`config.mk`:
```
export PLATFORM = sky130hd
export DESIGN_NAME = lane_zone_line_classifier
export DESIGN_NICKNAME = d
export VERILOG_FILES = /design/src/rtl/lzlc_pkg.sv /design/src/rtl/lzlc_dot.sv /design/src/rtl/lzlc_accum.sv /design/src/rtl/lzlc_verdict.sv /design/src/rtl/lane_zone_line_classifier.sv
export SDC_FILE = /design/constraint.sdc
export NUM_CORES = 2
export LEC_CHECK = 0
export ABC_CLOCK_PERIOD_IN_PS = 11700
export BUFFER_PORTS_ARGS = -buffer_cell sky130_fd_sc_hd__buf_2
export CORE_AREA = 2 2 377 379
export CTS_BUF_LIST = sky130_fd_sc_hd__clkbuf_2 sky130_fd_sc_hd__clkbuf_4 sky130_fd_sc_hd__clkbuf_8
export CTS_CLUSTER_SIZE = 8
export DETAILED_ROUTE_END_ITERATION = 16
export DIE_AREA = 0 0 379 381
export PLACE_DENSITY = 0.45
export SLEW_MARGIN = 0
export SYNTH_ARGS = -nofsm -noshare
export SYNTH_HDL_FRONTEND = slang
export SYNTH_SLANG_ARGS = --single-unit
```
`constraint.sdc`:
```
create_clock -name clk -period 11.7 [get_ports clk]
set_clock_uncertainty 0.05 [all_clocks]
set_input_delay 0 -clock clk [delete_from_list [all_inputs] [get_ports clk]]
set_output_delay 0 -clock clk [all_outputs]
set_load 0.005 [all_outputs]
```
`src/rtl/lzlc_pkg.sv`:
```
package lzlc_pkg;

    localparam int MAX_POINTS = 1024;
    localparam int MAX_LINES  = 256;

    localparam int CNT_W  = $clog2(MAX_POINTS + 1);
    localparam int LINE_W = $clog2(MAX_LINES);

    localparam logic [CNT_W-1:0] NONE_INDEX = {CNT_W{1'b1}};
    localparam logic [CNT_W-1:0] CNT_MAX    = CNT_W'(MAX_POINTS);
    localparam logic [LINE_W-1:0] LINE_LAST = LINE_W'(MAX_LINES - 1);

    localparam int CFG_IDX_W  = 2;
    localparam int CFG_DATA_W = 17;

    localparam logic [CFG_IDX_W-1:0] REG_ZONE_TOP_Y      = 2'd0;
    localparam logic [CFG_IDX_W-1:0] REG_CENTER_X        = 2'd1;
    localparam logic [CFG_IDX_W-1:0] REG_MOSTLY_OUT_FRAC = 2'd2;

    localparam logic [16:0] FRAC_RESET = 17'd32768;

    typedef struct packed {
        logic [15:0] zone_top_y;
        logic [15:0] center_x;
        logic [16:0] mostly_out_frac;
    } lzlc_cfg_t;

    typedef struct packed {
        logic signed [32:0] prod_x;
        logic signed [32:0] prod_y;
        logic [15:0]        point_y;
        logic               last_point;
    } lzlc_prod_t;

    typedef struct packed {
        logic [CNT_W-1:0]  point_count;
        logic [CNT_W-1:0]  zone_count;
        logic [CNT_W-1:0]  out_count;
        logic [CNT_W-1:0]  lowest_index;
        logic [LINE_W-1:0] line_number;
    } lzlc_tally_t;

    function automatic logic [CNT_W-1:0] sat_inc(input logic [CNT_W-1:0] c);
        return (c < CNT_MAX) ? c + CNT_W'(1) : c;
    endfunction

endpackage

```
`src/rtl/lzlc_dot.sv`:
```
module lzlc_dot
    import lzlc_pkg::*;
(
    input  logic        clk,
    input  logic        rst_n,
    input  lzlc_cfg_t   cfg,
    input  logic        in_valid,
    output logic        in_ready,
    input  logic [15:0] point_x,
    input  logic [15:0] point_y,
    input  logic [15:0] normal_x,
    input  logic [15:0] normal_y,
    input  logic        last_point,
    output logic        prod_valid,
    output lzlc_prod_t  prod,
    input  logic        prod_take
);

    logic        s1_valid_reg;
    logic [15:0] s1_px_reg;
    logic [15:0] s1_py_reg;
    logic [15:0] s1_nx_reg;
    logic [15:0] s1_ny_reg;
    logic        s1_last_reg;

    logic       s2_valid_reg;
    lzlc_prod_t s2_reg;
    lzlc_prod_t s2_next;

    logic s1_ready;
    logic s2_ready;

    logic signed [16:0] dx;

    assign s2_ready = !s2_valid_reg || prod_take;
    assign s1_ready = !s1_valid_reg || s2_ready;
    assign in_ready = s1_ready;

    assign dx = $signed({1'b0, s1_px_reg}) - $signed({1'b0, cfg.center_x});

    always_comb
    begin
        s2_next.prod_x     = 33'(dx) * 33'($signed(s1_nx_reg));
        s2_next.prod_y     = 33'($signed({1'b0, s1_py_reg})) * 33'($signed(s1_ny_reg));
        s2_next.point_y    = s1_py_reg;
        s2_next.last_point = s1_last_reg;
    end

    always_ff @(posedge clk or negedge rst_n)
    begin
        if (!rst_n)
        begin
            s1_valid_reg <= 1'b0;
            s2_valid_reg <= 1'b0;
        end
        else
        begin
            if (s1_ready)
                s1_valid_reg <= in_valid;
            if (s2_ready)
                s2_valid_reg <= s1_valid_reg;
        end
    end

    always_ff @(posedge clk)
    begin
        if (in_valid && s1_ready)
        begin
            s1_px_reg   <= point_x;
            s1_py_reg   <= point_y;
            s1_nx_reg   <= normal_x;
            s1_ny_reg   <= normal_y;
            s1_last_reg <= last_point;
        end
        if (s1_valid_reg && s2_ready)
            s2_reg <= s2_next;
    end

    assign prod_valid = s2_valid_reg;
    assign prod       = s2_reg;

endmodule

```
`src/rtl/lzlc_accum.sv`:
```
module lzlc_accum
    import lzlc_pkg::*;
(
    input  logic        clk,
    input  logic        rst_n,
    input  lzlc_cfg_t   cfg,
    input  logic        prod_valid,
    input  lzlc_prod_t  prod,
    output logic        prod_take,
    output logic        tally_valid,
    output lzlc_tally_t tally,
    input  logic        verdict_ready
);

    logic [CNT_W-1:0]  point_count_reg;
    logic [CNT_W-1:0]  zone_count_reg;
    logic [CNT_W-1:0]  out_count_reg;
    logic [16:0]       lowest_y_reg;
    logic [CNT_W-1:0]  lowest_index_reg;
    logic [LINE_W-1:0] line_counter_reg;

    logic        s3_valid_reg;
    lzlc_tally_t s3_reg;
    lzlc_tally_t s3_next;

    logic              s3_ready;
    logic signed [33:0] dot;
    logic              dot_pos;
    logic              in_zone;
    logic              is_lower;
    logic [16:0]       lowest_y_cur;
    logic [CNT_W-1:0]  point_count_next;
    logic [CNT_W-1:0]  zone_count_next;
    logic [CNT_W-1:0]  out_count_next;
    logic [16:0]       lowest_y_next;
    logic [CNT_W-1:0]  lowest_index_next;
    logic              line_end;

    assign s3_ready  = !s3_valid_reg || verdict_ready;
    assign prod_take = prod_valid && (!prod.last_point || s3_ready);
    assign line_end  = prod_take && prod.last_point;

    assign dot     = {prod.prod_x[32], prod.prod_x} + {prod.prod_y[32], prod.prod_y};
    assign dot_pos = !dot[33] && (dot != '0);
    assign in_zone = prod.point_y < cfg.zone_top_y;

    // lowest y restarts from twice the zone top at the first point of a line
    assign lowest_y_cur = (point_count_reg == '0) ? {cfg.zone_top_y, 1'b0} : lowest_y_reg;
    assign is_lower     = in_zone && ({1'b0, prod.point_y} < lowest_y_cur);

    always_comb
    begin
        point_count_next  = sat_inc(point_count_reg);
        zone_count_next   = in_zone ? sat_inc(zone_count_reg) : zone_count_reg;
        out_count_next    = (in_zone && dot_pos) ? sat_inc(out_count_reg) : out_count_reg;
        lowest_y_next     = is_lower ? {1'b0, prod.point_y} : lowest_y_cur;
        lowest_index_next = is_lower ? point_count_reg : lowest_index_reg;

        s3_next.point_count  = point_count_next;
        s3_next.zone_count   = zone_count_next;
        s3_next.out_count    = out_count_next;
        s3_next.lowest_index = lowest_index_next;
        s3_next.line_number  = line_counter_reg;
    end

    always_ff @(posedge clk or negedge rst_n)
    begin
        if (!rst_n)
        begin
            point_count_reg  <= '0;
            zone_count_reg   <= '0;
            out_count_reg    <= '0;
            lowest_y_reg     <= '0;
            lowest_index_reg <= NONE_INDEX;
            line_counter_reg <= '0;
            s3_valid_reg     <= 1'b0;
        end
        else
        begin
            if (line_end)
            begin
                point_count_reg  <= '0;
                zone_count_reg   <= '0;
                out_count_reg    <= '0;
                lowest_y_reg     <= {cfg.zone_top_y, 1'b0};
                lowest_index_reg <= NONE_INDEX;
                line_counter_reg <= (line_counter_reg == LINE_LAST) ? '0
                                    : line_counter_reg + LINE_W'(1);
            end
            else if (prod_take)
            begin
                point_count_reg  <= point_count_next;
                zone_count_reg   <= zone_count_next;
                out_count_reg    <= out_count_next;
                lowest_y_reg     <= lowest_y_next;
                lowest_index_reg <= lowest_index_next;
            end
            if (s3_ready)
                s3_valid_reg <= line_end;
        end
    end

    always_ff @(posedge clk)
    begin
        if (line_end)
            s3_reg <= s3_next;
    end

    assign tally_valid = s3_valid_reg;
    assign tally       = s3_reg;

endmodule

```
`src/rtl/lzlc_verdict.sv`:
```
module lzlc_verdict
    import lzlc_pkg::*;
(
    input  logic        clk,
    input  logic        rst_n,
    input  lzlc_cfg_t   cfg,
    input  logic        tally_valid,
    input  lzlc_tally_t tally,
    output logic        verdict_ready,
    output logic        res_valid,
    input  logic        res_ready,
    output logic [7:0]  line_number,
    output logic        line_found,
    output logic        mostly_out,
    output logic        forward_dir,
    output logic [10:0] zone_point_count
);

    logic        out_valid_reg;
    logic [7:0]  line_number_reg;
    logic        line_found_reg;
    logic        mostly_out_reg;
    logic        forward_dir_reg;
    logic [10:0] zone_count_reg;

    logic [CNT_W+16:0] lhs;
    logic [CNT_W+16:0] rhs;
    logic              found;
    logic              mostly_next;
    logic              fwd_next;

    assign verdict_ready = !out_valid_reg || res_ready;

    // out/zone > frac/65536, cross-multiplied
    assign lhs = {1'b0, tally.out_count, 16'b0};
    assign rhs = (CNT_W+17)'(cfg.mostly_out_frac) * (CNT_W+17)'(tally.zone_count);

    assign found       = tally.zone_count != '0;
    assign mostly_next = found && (lhs > rhs);
    assign fwd_next    = !found || (tally.lowest_index == NONE_INDEX)
                         || !({tally.lowest_index, 1'b0} > {1'b0, tally.point_count});

    always_ff @(posedge clk or negedge rst_n)
    begin
        if (!rst_n)
            out_valid_reg <= 1'b0;
        else if (verdict_ready)
            out_valid_reg <= tally_valid;
    end

    always_ff @(posedge clk)
    begin
        if (tally_valid && verdict_ready)
        begin
            line_number_reg <= 8'(tally.line_number);
            line_found_reg  <= found;
            mostly_out_reg  <= mostly_next;
            forward_dir_reg <= fwd_next;
            zone_count_reg  <= 11'(tally.zone_count);
        end
    end

    assign res_valid        = out_valid_reg;
    assign line_number      = line_number_reg;
    assign line_found       = line_found_reg;
    assign mostly_out       = mostly_out_reg;
    assign forward_dir      = forward_dir_reg;
    assign zone_point_count = zone_count_reg;

endmodule

```
`src/rtl/lane_zone_line_classifier.sv`:
```
// Lane zone line classifier: takes one line point per cycle unless m_tready back-pressure
// stalls it (tlast on the final point of each line) and returns one result item per line.
// Points with y less than the zone top are counted, counted again when (point - bottom
// center) dot normal is positive, and the first of them with strictly smallest y is
// remembered; the result carries line number, found, mostly-out, forward direction and the
// zone point count. Throughput is one point per cycle when not stalled; the last point of a
// line passes the input, product, tally and output registers. Counters saturate at 1024.
// The user must write configuration only while no line is in flight; it is not enforced.
module lane_zone_line_classifier
    import lzlc_pkg::*;
(
    input  logic                  clk,
    input  logic                  rst_n,
    input  logic                  cfg_we,
    input  logic [CFG_IDX_W-1:0]  cfg_index,
    input  logic [CFG_DATA_W-1:0] cfg_data,
    input  logic                  s_tvalid,
    output logic                  s_tready,
    // point_x[15:0], point_y[31:16], normal_x[47:32], normal_y[63:48]
    input  logic [63:0]           s_tdata,
    input  logic                  s_tlast,
    output logic                  m_tvalid,
    input  logic                  m_tready,
    // line_number[7:0], line_found[8], mostly_out[9], forward_dir[10],
    // zone_point_count[21:11], zero[23:22]
    output logic [23:0]           m_tdata
);

    lzlc_cfg_t cfg_reg;

    logic        prod_valid;
    lzlc_prod_t  prod;
    logic        prod_take;
    logic        tally_valid;
    lzlc_tally_t tally;
    logic        verdict_ready;

    logic [7:0]  line_number;
    logic        line_found;
    logic        mostly_out;
    logic        forward_dir;
    logic [10:0] zone_point_count;

    always_ff @(posedge clk or negedge rst_n)
    begin
        if (!rst_n)
        begin
            cfg_reg.zone_top_y      <= '0;
            cfg_reg.center_x        <= '0;
            cfg_reg.mostly_out_frac <= FRAC_RESET;
        end
        else if (cfg_we)
        begin
            case (cfg_index)
                REG_ZONE_TOP_Y:      cfg_reg.zone_top_y      <= cfg_data[15:0];
                REG_CENTER_X:        cfg_reg.center_x        <= cfg_data[15:0];
                REG_MOSTLY_OUT_FRAC: cfg_reg.mostly_out_frac <= cfg_data[16:0];
                default:             ;
            endcase
        end
    end

    lzlc_dot u_dot (
        .clk        (clk),
        .rst_n      (rst_n),
        .cfg        (cfg_reg),
        .in_valid   (s_tvalid),
        .in_ready   (s_tready),
        .point_x    (s_tdata[15:0]),
        .point_y    (s_tdata[31:16]),
        .normal_x   (s_tdata[47:32]),
        .normal_y   (s_tdata[63:48]),
        .last_point (s_tlast),
        .prod_valid (prod_valid),
        .prod       (prod),
        .prod_take  (prod_take)
    );

    lzlc_accum u_accum (
        .clk           (clk),
        .rst_n         (rst_n),
        .cfg           (cfg_reg),
        .prod_valid    (prod_valid),
        .prod          (prod),
        .prod_take     (prod_take),
        .tally_valid   (tally_valid),
        .tally         (tally),
        .verdict_ready (verdict_ready)
    );

    lzlc_verdict u_verdict (
        .clk              (clk),
        .rst_n            (rst_n),
        .cfg              (cfg_reg),
        .tally_valid      (tally_valid),
        .tally            (tally),
        .verdict_ready    (verdict_ready),
        .res_valid        (m_tvalid),
        .res_ready        (m_tready),
        .line_number      (line_number),
        .line_found       (line_found),
        .mostly_out       (mostly_out),
        .forward_dir      (forward_dir),
        .zone_point_count (zone_point_count)
    );

    assign m_tdata = {2'b00, zone_point_count, forward_dir, mostly_out, line_found, line_number};

endmodule
```
==> flow_summary_export.csv <==
group,metric,value,unit
die,core-area,141000,um^2
critical_path,cp.required,12060,ps
detailed_routing,vias,30000,
sta,slew_headroom,17.8,%
critical_path,r2r_start,"cfg_reg[17]",
status,outcome,"finished, final reports clean",
global_route,grt_pass1_wl,184000,um
synth,syn_inst,4280,
cells_and_area,drive_gt1_share,8.38,%
die,die_w,379,um
global_route,antenna_found_initial,1,
detailed_routing,drt_pass1_iterations,5,
global_route,grt_max_degree,66,
die,die_h,381,um
critical_path,arrival,9940,ps
cts,worst_skew_pair.late_latency,740,ps
cells_and_area,final_common_cell,"inv_1",
die,num_io_pins,115,
sta,rsz0062_at_grt,"no",
synth,post_synth.cell_area_avg,9.75,um^2
detailed_routing,viasPerCell,4.66,
cells_and_area,final_nets,5574,
critical_path,cp-startpoint,"cfg_reg[17]",
synth,ys_warn_count,0,
critical_path,cp_slowest_cell,"xnor2_1",
job,maxCapViolCount,0,
place,gp_congestion,0.833,
synth,synthFlopType,"edfxtp_1",
cells_and_area,mostFrequentLayoutCells,"inv_1, fa_1, nand2_1",
sta,finalSetupTns,0,ps
synth,syn_area,41800,um^2
critical_path,cp_common_cell,"fa_1",
critical_path,endpoint_kind,"flop",
sta,drv_slew,0,
sta,setup-violations-final,0,
synth,yosys.area.top_type_share,29.1,%
critical_path,worst_path_largest_cell_delay,950,ps
detailed_routing,drt_iter0_drc,1465,
detailed_routing,post_drt_wl_per_cell,17.8,um
synth,synthArstFlopShare,35.5,%
detailed_routing,drc,0,
sta,timing.final.crit_share,81.9,%
cells_and_area,largest_reg_flops,83,
synth,synth-seq-area-share,23.3,%
min_path,min_path_type,"primary input to flop",
sta,fin_crit,9580,ps
cts,cts_max_level,3,
die,initial_core_util,29.7,%
cts,clkTransAtPathRegs,60,ps
global_route,grt-ovfl-total,0,
critical_path,critPathKind,"flop to flop",
cells_and_area,area_growth,14.0,%
detailed_routing,drt-total-wl,115000,um
cells_and_area,utilization,33.9,%
detailed_routing,drtAntennaViolNets,0,
global_route,grt_pass1_vias,32000,
synth,synth.area.top_cells,"fa_1, edfxtp_1, ha_1, inv_1, dfrtp_1",
die,dieArea,144000,um^2
cts,cts_buffers,74,
cts,cts_sinks,344,
synth,ys_ff_latch,344,
sta,hold_violations,0,
critical_path,crit_path_max_fanout,8,
synth,synth.distinct_cells,90,
cts,post-cts-setup-buffers,0,
critical_path,start_kind,"flop",
place,dpl.hpwl,88200,um
place,numPortBuffers,112,
cts,cts_tree,"done",
synth,yosys.area.top_type,"fa_1",
global_route,grt.total_usage,16.4,%
sta,holdWs,46.7,ps
die,num_rows,138,
sta,worst_slew_pin_slew,1220,ps
min_path,hp-start,"s_tvalid",
cts,cts.path.max_buffers,3,
sta,fmax,0.104,GHz
cts,root_buffer,"clkbuf_8",
synth,synth_edf_count,222,
cells by family after synthesis:
logic type | after synthesis | synth area share (%)
AO/OA/AOI/OAI | 507 | 8.02
multiplexers | 59 | 1.57
other | 1 | 0.00898
AND/OR/NAND/NOR | 1295 | 15.2
adder cells (fa/ha/maj) | 983 | 40.4
XOR/XNOR | 133 | 2.79
buffers and inverters | 958 | 8.69
flip-flops | 344 | 23.3
Yosys cell counts, types with 7 or more instances:
cell type	n
inv_1	800
and3_1	28
a211oi_1	16
xor2_1	43
xnor2_1	90
nand2b_1	42
nand4_1	25
fa_1	606
clkbuf_1	146
or3_1	26
a211o_1	9
a21o_1	61
mux2_2	49
o21a_1	22
nand2_1	514
nor3_1	48
a21boi_0	7
o22a_1	10
and2_1	274
or2_2	10
o31ai_1	11
nor2_1	142
o21bai_1	13
ha_1	377
o211ai_1	13
dfrtp_1	110
edfxtp_1	222
o21ai_0	102
a21oi_1	139
nor4_1	18
a31oi_1	15
mux2i_1	9
dfstp_2	12
nand3_1	81
a22o_1	9
nand3b_1	9
nor2b_1	50
o31a_1	9
layout make-up:
type / instances / area, um^2
antenna: 1 / 2.50
clock buffer: 101 / 1250
clock inverter: 34 / 394
fill: 14600 / 93000
inverter: 801 / 3010
multi-input combinational: 2979 / 28400
sequential: 344 / 9730
tap: 1890 / 2360
timing repair buffer: 302 / 2390
worst max-delay path: cells and delay by family, from the launching register on:
kind	cells	cell delay, ps
simple gates	7	1300
flops	1	370
fa+ha+maj	9	4000
xor+xnor	1	950
compound gates	11	2280
mux	1	190
buf+inv	3	150
stage by stage:
stage                     setup WS, ps  instances  instance area [um^2]
after floorplan                   3350       4281                 41800
after CTS                         2150       6451                 47600
after global placement            2290       6163                 44400
after detailed placement          2210       6163                 44400
after global routing              1410       6452                 47600
final                             2120       6452                 47600
worst paths after layout:
path | end | slack (ps) | cells after the start
worst max-delay path | u_dot.prod[82] | 2120 | 32
worst min-delay path | u_dot.s1_valid_reg | 50 | 3
worst max register to register | u_dot.prod[82] | 2120 | 32
worst min register to register | u_dot.prod[0] | 360 | 0
max in group asynchronous | cfg_reg[6] | 10210 | 4
min in group asynchronous | u_accum.lowest_index_reg[3] | 410 | 3
what timing repair did:
action / in CTS / in global routing
gates resized for setup: 0 / 0
hold buffers: 153 / 0
endpoints found under the hold margin: 185 / 0
routing by layer:
layer | part of all wire (%) | global-route usage, %
met3 | 3.1 | 1.94
met1 | 45 | 21.4
met4 | 2.7 | 5.04
met5 | 0 | 0
met2 | 49 | 28.1
Power is left out: the tool's default activity adds up to more than one toggle a clock period on the data nets, which glitch-free logic cannot reach.
